`src/rtl/dntp_pkg.sv`:
```
package dntp_pkg;

  // Accumulator sizing.
  localparam int unsigned INT_BITS    = 64;
  localparam int unsigned FRAC_DIGITS = 18;
  localparam int unsigned EXP_MAX     = 9999;

  // Fixed field widths of the result.
  localparam int unsigned INT_OUT_W = 64;
  localparam int unsigned FRAC_W    = 60;
  localparam int unsigned FLEN_W    = 5;
  localparam int unsigned EXP_W     = 14;
  localparam int unsigned CHAR_W    = 8;
  localparam int unsigned DIGIT_W   = 4;

  // Request queue between the classifier and the parser core.
  localparam int unsigned Q_DEPTH = 2;
  localparam int unsigned Q_PTR_W = (Q_DEPTH > 1) ? $clog2(Q_DEPTH) : 1;
  localparam int unsigned Q_CNT_W = $clog2(Q_DEPTH + 1);

  // Character codes that steer the parse.
  localparam logic [CHAR_W-1:0] CHAR_ZERO  = 8'h30;
  localparam logic [CHAR_W-1:0] CHAR_NINE  = 8'h39;
  localparam logic [CHAR_W-1:0] CHAR_POINT = 8'h2E;
  localparam logic [CHAR_W-1:0] CHAR_MINUS = 8'h2D;
  localparam logic [CHAR_W-1:0] CHAR_PLUS  = 8'h2B;
  localparam logic [CHAR_W-1:0] CHAR_LOW_E = 8'h65;
  localparam logic [CHAR_W-1:0] CHAR_UP_E  = 8'h45;

  typedef enum logic [2:0] {
    CLS_DIGIT,
    CLS_MINUS,
    CLS_PLUS,
    CLS_POINT,
    CLS_EXP,
    CLS_OTHER
  } char_class_e;

  // One classified character as it travels from front to back.
  typedef struct packed {
    char_class_e            cls;
    logic [DIGIT_W-1:0]     digit;
    logic                   start;
  } char_req_t;

endpackage

```
`src/rtl/dntp_front.sv`:
```
module dntp_front (
  input  logic [dntp_pkg::CHAR_W-1:0] char_code_i,
  input  logic                        start_req_i,
  output dntp_pkg::char_req_t         req_o
);

  logic [dntp_pkg::CHAR_W-1:0] offset;

  assign offset = char_code_i - dntp_pkg::CHAR_ZERO;

  always_comb begin
    req_o.start = start_req_i;
    req_o.digit = offset[dntp_pkg::DIGIT_W-1:0];
    if (char_code_i >= dntp_pkg::CHAR_ZERO && char_code_i <= dntp_pkg::CHAR_NINE) begin
      req_o.cls = dntp_pkg::CLS_DIGIT;
    end else if (char_code_i == dntp_pkg::CHAR_MINUS) begin
      req_o.cls = dntp_pkg::CLS_MINUS;
    end else if (char_code_i == dntp_pkg::CHAR_PLUS) begin
      req_o.cls = dntp_pkg::CLS_PLUS;
    end else if (char_code_i == dntp_pkg::CHAR_POINT) begin
      req_o.cls = dntp_pkg::CLS_POINT;
    end else if (char_code_i == dntp_pkg::CHAR_LOW_E || char_code_i == dntp_pkg::CHAR_UP_E) begin
      req_o.cls = dntp_pkg::CLS_EXP;
    end else begin
      req_o.cls = dntp_pkg::CLS_OTHER;
    end
  end

endmodule

```
`src/rtl/dntp_queue.sv`:
```
module dntp_queue (
  input  logic                clk_i,
  input  logic                rst_ni,
  input  logic                push_i,
  input  dntp_pkg::char_req_t push_req_i,
  output logic                full_o,
  input  logic                pop_i,
  output logic                head_valid_o,
  output dntp_pkg::char_req_t head_req_o
);

  dntp_pkg::char_req_t              entry_q [dntp_pkg::Q_DEPTH];
  logic [dntp_pkg::Q_PTR_W-1:0]     wr_ptr_q, wr_ptr_d;
  logic [dntp_pkg::Q_PTR_W-1:0]     rd_ptr_q, rd_ptr_d;
  logic [dntp_pkg::Q_CNT_W-1:0]     count_q, count_d;
  logic                             do_push, do_pop;

  assign full_o       = (count_q == dntp_pkg::Q_CNT_W'(dntp_pkg::Q_DEPTH));
  assign head_valid_o = (count_q != '0);
  assign head_req_o   = entry_q[rd_ptr_q];

  assign do_push = push_i && !full_o;
  assign do_pop  = pop_i && head_valid_o;

  always_comb begin
    wr_ptr_d = wr_ptr_q;
    rd_ptr_d = rd_ptr_q;
    count_d  = count_q;
    if (do_push) begin
      wr_ptr_d = (wr_ptr_q == dntp_pkg::Q_PTR_W'(dntp_pkg::Q_DEPTH - 1)) ? '0 : wr_ptr_q + 1'b1;
    end
    if (do_pop) begin
      rd_ptr_d = (rd_ptr_q == dntp_pkg::Q_PTR_W'(dntp_pkg::Q_DEPTH - 1)) ? '0 : rd_ptr_q + 1'b1;
    end
    if (do_push && !do_pop) begin
      count_d = count_q + 1'b1;
    end else if (do_pop && !do_push) begin
      count_d = count_q - 1'b1;
    end
  end

  always_ff @(posedge clk_i or negedge rst_ni) begin
    if (!rst_ni) begin
      wr_ptr_q <= '0;
      rd_ptr_q <= '0;
      count_q  <= '0;
    end else begin
      wr_ptr_q <= wr_ptr_d;
      rd_ptr_q <= rd_ptr_d;
      count_q  <= count_d;
    end
  end

  always_ff @(posedge clk_i) begin
    if (do_push) begin
      entry_q[wr_ptr_q] <= push_req_i;
    end
  end

endmodule

```
`src/rtl/dntp_back.sv`:
```
module dntp_back (
  input  logic                           clk_i,
  input  logic                           rst_ni,
  input  logic                           req_valid_i,
  input  dntp_pkg::char_req_t            req_i,
  output logic                           req_pop_o,
  output logic                           out_valid_o,
  input  logic                           out_stall_i,
  output logic                           status_o,
  output logic                           negative_o,
  output logic [dntp_pkg::INT_OUT_W-1:0] integer_part_o,
  output logic [dntp_pkg::FRAC_W-1:0]    fraction_digits_o,
  output logic [dntp_pkg::FLEN_W-1:0]    fraction_count_o,
  output logic                           has_fraction_o,
  output logic                           exponent_negative_o,
  output logic [dntp_pkg::EXP_W-1:0]     exponent_value_o,
  output logic                           has_exponent_o,
  output logic                           saturated_o
);

  typedef enum logic [2:0] {
    PH_WAIT,
    PH_INT,
    PH_ZERO,
    PH_FRAC,
    PH_ESIGN,
    PH_EDIG,
    PH_REJECT
  } phase_e;

  localparam int unsigned IntW  = dntp_pkg::INT_BITS;
  localparam int unsigned IntPW = dntp_pkg::INT_BITS + 4;
  localparam int unsigned ExpPW = dntp_pkg::EXP_W + 4;

  phase_e                             phase_q, phase_d, phase_c;
  logic                               neg_q, neg_d, neg_c;
  logic [IntW-1:0]                    int_q, int_d, int_c;
  logic [dntp_pkg::FRAC_W-1:0]        frac_q, frac_d, frac_c;
  logic [dntp_pkg::FLEN_W-1:0]        flen_q, flen_d, flen_c;
  logic                               point_q, point_d, point_c;
  logic                               eneg_q, eneg_d, eneg_c;
  logic [dntp_pkg::EXP_W-1:0]         exp_q, exp_d, exp_c;
  logic                               eseen_q, eseen_d, eseen_c;
  logic                               ovf_q, ovf_d, ovf_c;
  logic                               status_q, status_d;
  logic                               out_valid_q;
  logic                               take;
  logic                               is_digit;
  logic                               ok;
  logic [IntPW-1:0]                   int_prod;
  logic [ExpPW-1:0]                   exp_prod;
  logic [dntp_pkg::FRAC_W-1:0]        frac_prod;

  assign take      = !out_valid_q || !out_stall_i;
  assign req_pop_o = take && req_valid_i;
  assign is_digit  = (req_i.cls == dntp_pkg::CLS_DIGIT);

  // Start of a new number: parse from the reset state.
  always_comb begin
    if (req_i.start) begin
      phase_c = PH_WAIT;
      neg_c   = 1'b0;
      int_c   = '0;
      frac_c  = '0;
      flen_c  = '0;
      point_c = 1'b0;
      eneg_c  = 1'b0;
      exp_c   = '0;
      eseen_c = 1'b0;
      ovf_c   = 1'b0;
    end else begin
      phase_c = phase_q;
      neg_c   = neg_q;
      int_c   = int_q;
      frac_c  = frac_q;
      flen_c  = flen_q;
      point_c = point_q;
      eneg_c  = eneg_q;
      exp_c   = exp_q;
      eseen_c = eseen_q;
      ovf_c   = ovf_q;
    end
  end

  // Times-ten-plus-digit as shift-and-add; on the integer accumulator the wide top bits flag overflow.
  assign int_prod  = (IntPW'(int_c) << 3) + (IntPW'(int_c) << 1) + IntPW'(req_i.digit);
  assign exp_prod  = (ExpPW'(exp_c) << 3) + (ExpPW'(exp_c) << 1) + ExpPW'(req_i.digit);
  assign frac_prod = (frac_c << 3) + (frac_c << 1) + dntp_pkg::FRAC_W'(req_i.digit);

  always_comb begin
    phase_d = phase_c;
    neg_d   = neg_c;
    int_d   = int_c;
    frac_d  = frac_c;
    flen_d  = flen_c;
    point_d = point_c;
    eneg_d  = eneg_c;
    exp_d   = exp_c;
    eseen_d = eseen_c;
    ovf_d   = ovf_c;
    ok      = 1'b0;
    unique case (phase_c)
      PH_WAIT: begin
        if (req_i.cls == dntp_pkg::CLS_MINUS) begin
          neg_d = 1'b1;
          ok    = 1'b1;
        end else if (req_i.cls == dntp_pkg::CLS_PLUS) begin
          neg_d = 1'b0;
          ok    = 1'b1;
        end else if (is_digit && req_i.digit == '0) begin
          phase_d = PH_ZERO;
          ok      = 1'b1;
        end else if (is_digit) begin
          int_d   = IntW'(req_i.digit);
          phase_d = PH_INT;
          ok      = 1'b1;
        end
      end
      PH_INT: begin
        if (is_digit) begin
          if (int_prod[IntPW-1 -: 4] != '0) begin
            int_d = '1;
            ovf_d = 1'b1;
          end else begin
            int_d = int_prod[IntW-1:0];
          end
          ok = 1'b1;
        end else if (req_i.cls == dntp_pkg::CLS_POINT) begin
          phase_d = PH_FRAC;
          flen_d  = '0;
          point_d = 1'b1;
          ok      = 1'b1;
        end else if (req_i.cls == dntp_pkg::CLS_EXP) begin
          phase_d = PH_ESIGN;
          ok      = 1'b1;
        end
      end
      PH_ZERO: begin
        if (req_i.cls == dntp_pkg::CLS_POINT) begin
          phase_d = PH_FRAC;
          flen_d  = '0;
          point_d = 1'b1;
          ok      = 1'b1;
        end
      end
      PH_FRAC: begin
        if (is_digit) begin
          if (flen_c < dntp_pkg::FLEN_W'(dntp_pkg::FRAC_DIGITS)) begin
            frac_d = frac_prod;
            flen_d = flen_c + 1'b1;
          end
          ok = 1'b1;
        end else if (req_i.cls == dntp_pkg::CLS_EXP) begin
          phase_d = PH_ESIGN;
          ok      = 1'b1;
        end
      end
      PH_ESIGN: begin
        if (req_i.cls == dntp_pkg::CLS_MINUS || req_i.cls == dntp_pkg::CLS_PLUS) begin
          eneg_d  = (req_i.cls == dntp_pkg::CLS_MINUS);
          eseen_d = 1'b1;
          phase_d = PH_EDIG;
          ok      = 1'b1;
        end
      end
      PH_EDIG: begin
        if (is_digit) begin
          if (exp_prod > ExpPW'(dntp_pkg::EXP_MAX)) begin
            exp_d = dntp_pkg::EXP_W'(dntp_pkg::EXP_MAX);
            ovf_d = 1'b1;
          end else begin
            exp_d = exp_prod[dntp_pkg::EXP_W-1:0];
          end
          ok = 1'b1;
        end
      end
      PH_REJECT: begin
        ok = 1'b0;
      end
      default: begin
        ok = 1'b0;
      end
    endcase
    if (!ok) begin
      phase_d = PH_REJECT;
    end
    status_d = !ok;
  end

  // The parse state doubles as the result register: it only moves when no
  // result is held or the held one is handed over, so a stalled result holds.
  always_ff @(posedge clk_i or negedge rst_ni) begin
    if (!rst_ni) begin
      phase_q     <= PH_WAIT;
      neg_q       <= 1'b0;
      int_q       <= '0;
      frac_q      <= '0;
      flen_q      <= '0;
      point_q     <= 1'b0;
      eneg_q      <= 1'b0;
      exp_q       <= '0;
      eseen_q     <= 1'b0;
      ovf_q       <= 1'b0;
      status_q    <= 1'b0;
      out_valid_q <= 1'b0;
    end else if (take) begin
      out_valid_q <= req_valid_i;
      if (req_valid_i) begin
        phase_q  <= phase_d;
        neg_q    <= neg_d;
        int_q    <= int_d;
        frac_q   <= frac_d;
        flen_q   <= flen_d;
        point_q  <= point_d;
        eneg_q   <= eneg_d;
        exp_q    <= exp_d;
        eseen_q  <= eseen_d;
        ovf_q    <= ovf_d;
        status_q <= status_d;
      end
    end
  end

  assign out_valid_o         = out_valid_q;
  assign status_o            = status_q;
  assign negative_o          = neg_q;
  assign integer_part_o      = dntp_pkg::INT_OUT_W'(int_q);
  assign fraction_digits_o   = frac_q;
  assign fraction_count_o    = flen_q;
  assign has_fraction_o      = point_q;
  assign exponent_negative_o = eneg_q;
  assign exponent_value_o    = exp_q;
  assign has_exponent_o      = eseen_q;
  assign saturated_o         = ovf_q;

endmodule

```
`src/rtl/decimal_number_text_parser.sv`:
```
// Decimal number text parser. Characters of a number literal enter one per
// cycle on the input channel while in_stall_o is low; start_req_i marks the
// first character of a new number and clears the parse state before it is
// used. Every request yields exactly one result: status_o is 0 when the
// character fits the grammar and 1 when it does not, and a rejection holds
// until the next start. The other result fields are the parts decoded so
// far: sign, saturating integer part, the first fraction digits as an integer
// with their count, and the saturating exponent with its sign. The block
// sustains one character per clock cycle while the result side keeps up; a
// request waits at the head of the request queue, and the parser core
// registers the result as it takes the request. The core's multiply-by-ten-
// and-add on the integer accumulator sets the critical path.
module decimal_number_text_parser (
  input  logic        clk_i,
  input  logic        rst_ni,

  // Request channel: one character per request.
  input  logic        in_valid_i,
  output logic        in_stall_o,
  input  logic [7:0]  char_code_i,
  input  logic        start_req_i,

  // Result channel: one result per request.
  output logic        out_valid_o,
  input  logic        out_stall_i,
  output logic        status_o,
  output logic        negative_o,
  output logic [63:0] integer_part_o,
  output logic [59:0] fraction_digits_o,
  output logic [4:0]  fraction_count_o,
  output logic        has_fraction_o,
  output logic        exponent_negative_o,
  output logic [13:0] exponent_value_o,
  output logic        has_exponent_o,
  output logic        saturated_o
);

  dntp_pkg::char_req_t front_req;
  dntp_pkg::char_req_t head_req;
  logic                queue_full;
  logic                head_valid;
  logic                head_pop;

  // The front end sorts each character into a class and digit value so the
  // core only has to look at a few bits.
  dntp_front u_front (
    .char_code_i (char_code_i),
    .start_req_i (start_req_i),
    .req_o       (front_req)
  );

  // The short queue lets the input side keep accepting while a result waits
  // for the downstream side; the stall depends only on the fill level.
  assign in_stall_o = queue_full;

  dntp_queue u_queue (
    .clk_i        (clk_i),
    .rst_ni       (rst_ni),
    .push_i       (in_valid_i),
    .push_req_i   (front_req),
    .full_o       (queue_full),
    .pop_i        (head_pop),
    .head_valid_o (head_valid),
    .head_req_o   (head_req)
  );

  // The core walks the grammar and keeps the accumulators, which also form
  // the registered result.
  dntp_back u_back (
    .clk_i               (clk_i),
    .rst_ni              (rst_ni),
    .req_valid_i         (head_valid),
    .req_i               (head_req),
    .req_pop_o           (head_pop),
    .out_valid_o         (out_valid_o),
    .out_stall_i         (out_stall_i),
    .status_o            (status_o),
    .negative_o          (negative_o),
    .integer_part_o      (integer_part_o),
    .fraction_digits_o   (fraction_digits_o),
    .fraction_count_o    (fraction_count_o),
    .has_fraction_o      (has_fraction_o),
    .exponent_negative_o (exponent_negative_o),
    .exponent_value_o    (exponent_value_o),
    .has_exponent_o      (has_exponent_o),
    .saturated_o         (saturated_o)
  );

endmodule

```
`config.mk`:
```
export PLATFORM = sky130hd
export DESIGN_NAME = decimal_number_text_parser
export DESIGN_NICKNAME = d
export VERILOG_FILES = /design/src/rtl/dntp_pkg.sv /design/src/rtl/dntp_front.sv /design/src/rtl/dntp_queue.sv /design/src/rtl/dntp_back.sv /design/src/rtl/decimal_number_text_parser.sv
export SDC_FILE = /design/constraint.sdc
export NUM_CORES = 1
export LEC_CHECK = 0
export BUFFER_PORTS_ARGS = -buffer_cell sky130_fd_sc_hd__buf_4
export CAP_MARGIN = 20
export CORE_ASPECT_RATIO = 0.5
export CORE_MARGIN = 2
export CORE_UTILIZATION = 38
export CTS_CLUSTER_SIZE = 8
export DETAILED_ROUTE_END_ITERATION = 6
export HOLD_SLACK_MARGIN = 0.05
export PLACE_DENSITY_LB_ADDON = 0.2
export SYNTH_ARGS = -nofsm -noshare
export SYNTH_HDL_FRONTEND = slang
export SYNTH_SLANG_ARGS = --single-unit
export TNS_END_PERCENT = 20
```
`constraint.sdc`:
```
create_clock -name clk_i -period 14.88 [get_ports clk_i]
set_clock_uncertainty 0.15 [all_clocks]
set_input_delay 2.232 -clock clk_i [delete_from_list [all_inputs] [get_ports clk_i]]
set_output_delay 2.232 -clock clk_i [all_outputs]
set_load 0.1 [all_outputs]
```
# Word-level counts from Yosys, hierarchy flattened
# Memories as Yosys holds them, arrays and structs flattened.
# Index checks and enable logic that the tools add are counted.
[word_totals] reg_bits=157 mem_bits_rw=16 input_bits=13 out_inout_bits=151 wordCells=147 n_memories=1
[classes] addsub=12 order_cmp=4 n_eq_ne=15 mux=77 reduce_logical=23
[memory_table] name="u_queue.entry_q" words=2 width=8 rd=1 rd_ports_with_merged_regs=0 write_ports=1 line_no="dntp_queue.sv:12" text="dntp_pkg::char_req_t entry_q [dntp_pkg::Q_DEPTH];"
[ops] op="two-way mux 64 bit" count=7
[ops] op="two-way mux 60 bit" count=4
[ops] op="one-hot mux 64 bit (2 select lines)" count=1
[ops] op="adder 67 x 65 -> 68 bit" count=1
[ops] op="adder 68 x 4 -> 68 bit" count=1
[ops] op="adder 60 x 4 -> 60 bit" count=1
[ops] op="adder 60 bit" count=1
[ops] op="two-way mux 14 bit" count=4
[ops] op="two-way mux 3 bit" count=16
[ops] op="two-way mux 1 bit" count=33
[ops] op="two-way mux 5 bit" count=5
[ops] op="equality test 8 x 6 -> 1 bit, second input constant" count=3
[ops] op="adder 17 x 15 -> 18 bit" count=1
[ops] op="adder 18 x 4 -> 18 bit" count=1
[ops] op="greater-than comparator 18 x 14 -> 1 bit, second input constant" count=1
[ops] op="equality test 8 x 7 -> 1 bit, second input constant" count=2
[ops] op="one-hot mux 3 bit (5 select lines)" count=1
[ops] op="one-hot mux 5 bit (3 select lines)" count=1
[ops] op="equality test 3 x 2 -> 1 bit, second input constant" count=4
[ops] op="equality test 3 bit, second input constant" count=3
[ops] op=">= comparator 8 x 6 -> 1 bit, second input constant" count=1
[ops] op="less-or-equal comparator 8 x 6 -> 1 bit, second input constant" count=1
[ops] op="logical AND 1 bit" count=7
[ops] op="equality test 3 x 1 -> 1 bit, second input constant" count=2
[ops] op="other kinds (17)" count=29

# Longest topological paths before layout
# An unclocked memory read counts as a cell.
[depth] ltp_word=8 ltp_mapped=23 mapped_depth_nobuf=18

# By module
# A second synthesis with hierarchy kept.
[hier_totals] cells_unflattened=2210 area_unflattened_um2=18242.5
[modules_own_cells] module="dntp_back" n_inst=1 cells_per_inst=2146 area_each_um2=17311.6
[modules_own_cells] module="dntp_queue" n_inst=1 cells_per_inst=44 area_each_um2=785.8
[modules_own_cells] module="dntp_front" n_inst=1 cells_per_inst=20 area_each_um2=145.1

# Worst setup path after synthesis
# No wires, ideal clock.
[synth_path] kind="reg2reg" startpoint="reg u_queue.rd_ptr_q" endpoint="reg u_back.frac_q (netlist bit u_back.fraction_digits_o[54])" t_arrival_ns=5.550 t_required_ns=14.608 path_slack_ns=9.058 stages_incl_launch_ff=23 path_buffers=5 period_less_slack_ns=5.822 cell_sequence="dfrtp_1 buf_2 mux2i_1 clkbuf_1 clkbuf_1 clkbuf_1 clkbuf_1 nand2_1 fa_1 inv_1 fa_1 a211oi_1 o21bai_1 o21ai_0 a31oi_1 o31a_1 a41o_1 a31oi_1 o211ai_1 a21oi_1 o21ai_1 xor2_1 a22o_1"
[synth_via] elab_chain_len=7
[synth_rtl] item="start: declaration" line_no="dntp_queue.sv:14" text="logic [dntp_pkg::Q_PTR_W-1:0] rd_ptr_q, rd_ptr_d;"
[synth_rtl] item="start signal: assignment" line_no="dntp_queue.sv:49" text="rd_ptr_q <= rd_ptr_d;"
[synth_rtl] item="memory (2 x 8 bit) *"
[synth_rtl] item="two-way mux 60 bit" line_no="dntp_back.sv:60" text="if (req_i.start) begin"
[synth_rtl] item="adder 60 bit" line_no="dntp_back.sv:88" text="assign frac_prod = (frac_c << 3) + (frac_c << 1) + dntp_pkg::FRAC_W'(req_i.digit);"
[synth_rtl] item="adder 60 x 4 -> 60 bit" line_no="dntp_back.sv:88"
[synth_rtl] item="two-way mux 60 bit" line_no="dntp_back.sv:148" text="if (flen_c < dntp_pkg::FLEN_W'(dntp_pkg::FRAC_DIGITS)) begin"
[synth_rtl] item="two-way mux 60 bit" line_no="dntp_back.sv:147" text="if (is_digit) begin"
[synth_rtl] item="two-way mux 60 bit *" line_no="dntp_back.sv:102" text="unique case (phase_c)"
[synth_rtl] item="end signal: assignment" line_no="dntp_back.sv:212" text="frac_q <= frac_d;"
[synth_rtl] item="end: declaration" line_no="dntp_back.sv:38" text="logic [dntp_pkg::FRAC_W-1:0] frac_q, frac_d, frac_c;"
# Mark *: on every way between the ends. The rest lies on a longest branch, timed or not.
# A chain may end at the register's enable or synchronous reset.

# Worst setup path in the final report
[layout_path] startpoint="reg u_queue.rd_ptr_q" endpoint="reg u_back.int_q[38] (netlist: u_back.integer_part_o[38])"
[layout_via] elab_chain_len=8
[layout_rtl] item="memory (2 x 8 bit) *"
[layout_rtl] item="two-way mux 64 bit" line_no="dntp_back.sv:60"
[layout_rtl] item="adder 67 x 65 -> 68 bit" line_no="dntp_back.sv:86" text="assign int_prod = (IntPW'(int_c) << 3) + (IntPW'(int_c) << 1) + IntPW'(req_i.digit);"
[layout_rtl] item="adder 68 x 4 -> 68 bit" line_no="dntp_back.sv:86"
[layout_rtl] item="nonzero test 4 bit" line_no="dntp_back.sv:121" text="if (int_prod[IntPW-1 -: 4] != '0) begin"
[layout_rtl] item="two-way mux 64 bit" line_no="dntp_back.sv:121"
[layout_rtl] item="two-way mux 64 bit" line_no="dntp_back.sv:120" text="if (is_digit) begin"
[layout_rtl] item="one-hot mux 64 bit (2 select lines) *" line_no="dntp_back.sv:102"
[layout_rtl] item="end signal: assignment" line_no="dntp_back.sv:211" text="int_q <= int_d;"
[layout_rtl] item="end: declaration" line_no="dntp_back.sv:37" text="logic [IntW-1:0] int_q, int_d, int_c;"
# Marks and branches as above.

==> flow_summary_export.csv <==
group,metric,value,unit
timing,fin_ws,8573,ps
synthesis,synth_seq_area_share,24.70,%
global_routing,grt_pass1_wl,83130,µm
die,initial_core_util,38.32,%
synthesis,synth_top_area_share,22.01,%
die,row_count,56,
synthesis,syn_nets,2427,
clocking,post_cts_buffers,0,
placement,place_ws,8559,ps
clocking,cts_max_path_buffers,2,
critical_path,path_class,"reg -> reg",
timing,fin_tns_setup,0,ps
synthesis,syn_area,17850,µm²
timing,setup_viol_count_final,0,
global_routing,grt_util_all_layers,20.87,%
timing,slew_headroom,34.96,%
timing,clock.fmax,0.1586,GHz
synthesis,synth_flop_cell,"dfrtp_1",
critical_path,r2r-end,"u_back.integer_part_o[38]",
placement,port_buffers,163,
critical_path,reg2reg_depth,18,
clocking,numCtsBuffers,17,
clocking,cts_tree,"done",
timing,tightest_slew,973.2,ps
worst_hold_path,min_path_cells,1,
timing,finalCriticalPeriod,6307,ps
die,coreArea,46590,µm²
timing,final_hold_viol_count,0,
placement,hpwl,38170,µm
timing,slew_viol_final,0,
layout,antenna_cells,0,
worst_hold_path,hold_path_class,"reg -> reg",
synthesis,synth-async-reset-ratio,90.75,%
pwr,leakagePower,10.57,nW
timing,grt_setup_unrepaired,"false",
synthesis,synth_edf_count,16,
global_routing,grt_pass1_vias,15750,
route,wirelength,51170,µm
global_routing,grt_max_degree,86,
global_routing,grt_antenna_before_repair,0,
synthesis,ys_top_cells_by_area,"dfrtp_1 (22%), ha_1 (19%), a21oi_1 (4.9%)",
die,dieWidth,310.5,µm
status,run_status,"complete, no violations",
clocking,cts_sinks,173,
layout,drive_gt1_share,12.26,%
critical_path,worstSetupStartpointType,"flop",
route,wl_per_cell,17.82,µm
synthesis,synth-seq-cells,173,
pwr,power_density,74.27,nW/µm²
timing,finalCritPeriodShare,42.39,%
critical_path,worstPathRequired,15100,ps
critical_path,crit_arrival,6520,ps
route,antenna_left,0,
critical_path,worstSetupStartpoint,"u_queue.rd_ptr_q",
synthesis,synth_area_per_cell,8.347,µm²
clocking,cts_root_buf,"clkbuf_16",
clocking,ctsResizeCount,0,
pwr,peakVddDrop,92.51,µV
synthesis,ys_types,84,
route,drc_errors,0,
die,die_area,48840,µm²
job,maxCapViolCount,0,
critical_path,r2r-start,"u_queue.rd_ptr_q",
worst_hold_path,whs_endpoint,"u_queue.wr_ptr_q",
critical_path,worst-path-max-fanout,85,
clocking,hold_buffers,0,
clocking,clk_pin_slew,70,ps
critical_path,end_kind,"flop",
route,num_vias,15940,
synthesis,synth_top_cell_by_area,"dfrtp_1",
layout,final_common_cell,"ha_1",
synthesis,syn_inst,2139,
placement,gp_congestion,0.8762,
critical_path,rrSetupSlack,8570,ps
synthesis,ys_warn_count,0,
clocking,htree_levels,4,
global_routing,overflow,0,
placement,dp.cells,2840,
layout,layout.cells.non_filler,2872,
worst_hold_path,min-delay-start,"u_queue.wr_ptr_q",
layout,area_growth,12.93,%
die,ioPinCount,164,
route,viasPerCell,5.549,
layout,nets,2509,
route,drt_iter0_drc,904,
layout,final_cell_mix,"ha_1 (270), nand2_1 (206), nor2_1 (195)",
route,firstDrtPassIters,6,
clocking,worstSkewPairLatency,470,ps
layout,nFillCells,4690,
die,fp.dieH,157.3,µm
cell usage after synthesis (all sizes together) (5+ instances only):
| library cell | n |
|---|---|
| ha | 270 |
| nand2 | 209 |
| nor2 | 197 |
| a21oi | 175 |
| dfrtp | 157 |
| o21ai | 143 |
| and2 | 139 |
| clkbuf | 103 |
| a21o | 96 |
| xnor2 | 83 |
| xor2 | 53 |
| inv | 46 |
| o31ai | 45 |
| nand3 | 43 |
| a22o | 41 |
| nand4 | 25 |
| nor3 | 25 |
| o21bai | 25 |
| a31oi | 23 |
| and3 | 16 |
| edfxtp | 16 |
| a211oi | 15 |
| nor2b | 13 |
| mux2i | 11 |
| a22oi | 10 |
| buf | 10 |
| o221a | 10 |
| o221ai | 10 |
| o21a | 9 |
| or2 | 9 |
| o211ai | 8 |
| a221o | 7 |
| nand2b | 7 |
| nor4 | 7 |
| o31a | 6 |
| o41ai | 6 |
| or3 | 6 |
| fa | 5 |
worst max path at each step:
stage                                   end  depth (start not counted)  slack (ps)
4_1_cts           u_back.integer_part_o[52]                         18        8520
2_1_floorplan  u_back.fraction_digits_o[54]                         22        9060
3_5_place_dp      u_back.integer_part_o[52]                         18        8560
3_3_place_gp       u_back.integer_part_o[8]                         18        8670
5_1_grt           u_back.integer_part_o[40]                         18        8050
6_report          u_back.integer_part_o[38]                         18        8570
kinds of logic after synthesis:
| group | synth area share, % |
|---|---|
| and+or+nand+nor | 19.00 |
| muxes | 0.8690 |
| AOI/OAI and AO/OA | 25.66 |
| xor gates and xnor gates | 6.672 |
| DFF | 24.70 |
| adders and majority gates | 19.54 |
| buffers and inverters | 3.560 |
power breakdown:
group          internal, mW  switching (mW)
combinational         0.109           0.354
sequential            0.505          0.0340
clock                 0.262           0.232
stage by stage:
step                power (mW)  instance area [µm²]  util [%]  hold WS, ps
floorplan               0.8749                17850         -        310.4
global placement         1.013                19560     41.97        325.3
detailed placement       1.018                19560     41.97        334.7
CTS                      1.512                20160     43.27        350.5
global route             1.576                20160     43.27        371.6
finish                   1.497                20160     43.27        346.6
critical path: stages, from the launching register on:
cell	delay (ps)
dfrtp_1	680
mux2i_4	320
buf_4	640
nand2_1	220
fa_1	580
inv_1	70
ha_1	270
nand3_1	110
a2111oi_4	340
nor2_2	100
o31ai_4	370
a31oi_1	240
o41a_1	550
o21ai_4	270
nand2_1	80
o22a_2	250
nand2_4	520
nor2_1	160
o31ai_2	230
sequential cells by signal, indices dropped and copies added, names as in the netlist:
signal,cells
u_queue.rd_ptr_q,1
u_back.phase_q,3
u_back.has_exponent_o,1
u_queue.wr_ptr_q,1
u_back.status_o,1
u_back.exponent_negative_o,1
u_queue.count_q,2
u_back.integer_part_o,64
u_queue.entry_q,16
u_back.negative_o,1
u_back.fraction_count_o,5
u_back.out_valid_o,1
u_back.has_fraction_o,1
u_back.exponent_value_o,14
u_back.fraction_digits_o,60
u_back.saturated_o,1
final cells by class:
| class | instances | area (µm²) | share of cell area [%] |
|---|---|---|---|
| Clock buffer | 19 | 454.2 | 2.253 |
| Clock inverter | 13 | 150.1 | 0.7447 |
| Inverter | 46 | 172.7 | 0.8564 |
| Multi-Input combinational cell | 1807 | 12850 | 63.75 |
| Sequential cell | 173 | 4409 | 21.87 |
| Tap cell | 638 | 798.3 | 3.959 |
| Timing Repair Buffer | 176 | 1325 | 6.572 |
metal layers:
layer	GRT usage, %	share of wire [%]
met1	27.19	47
met2	36.80	48
met4	5.109	2.0
met3	2.661	2.6
met5	0	0
Power figures use the tool's default switching activity.
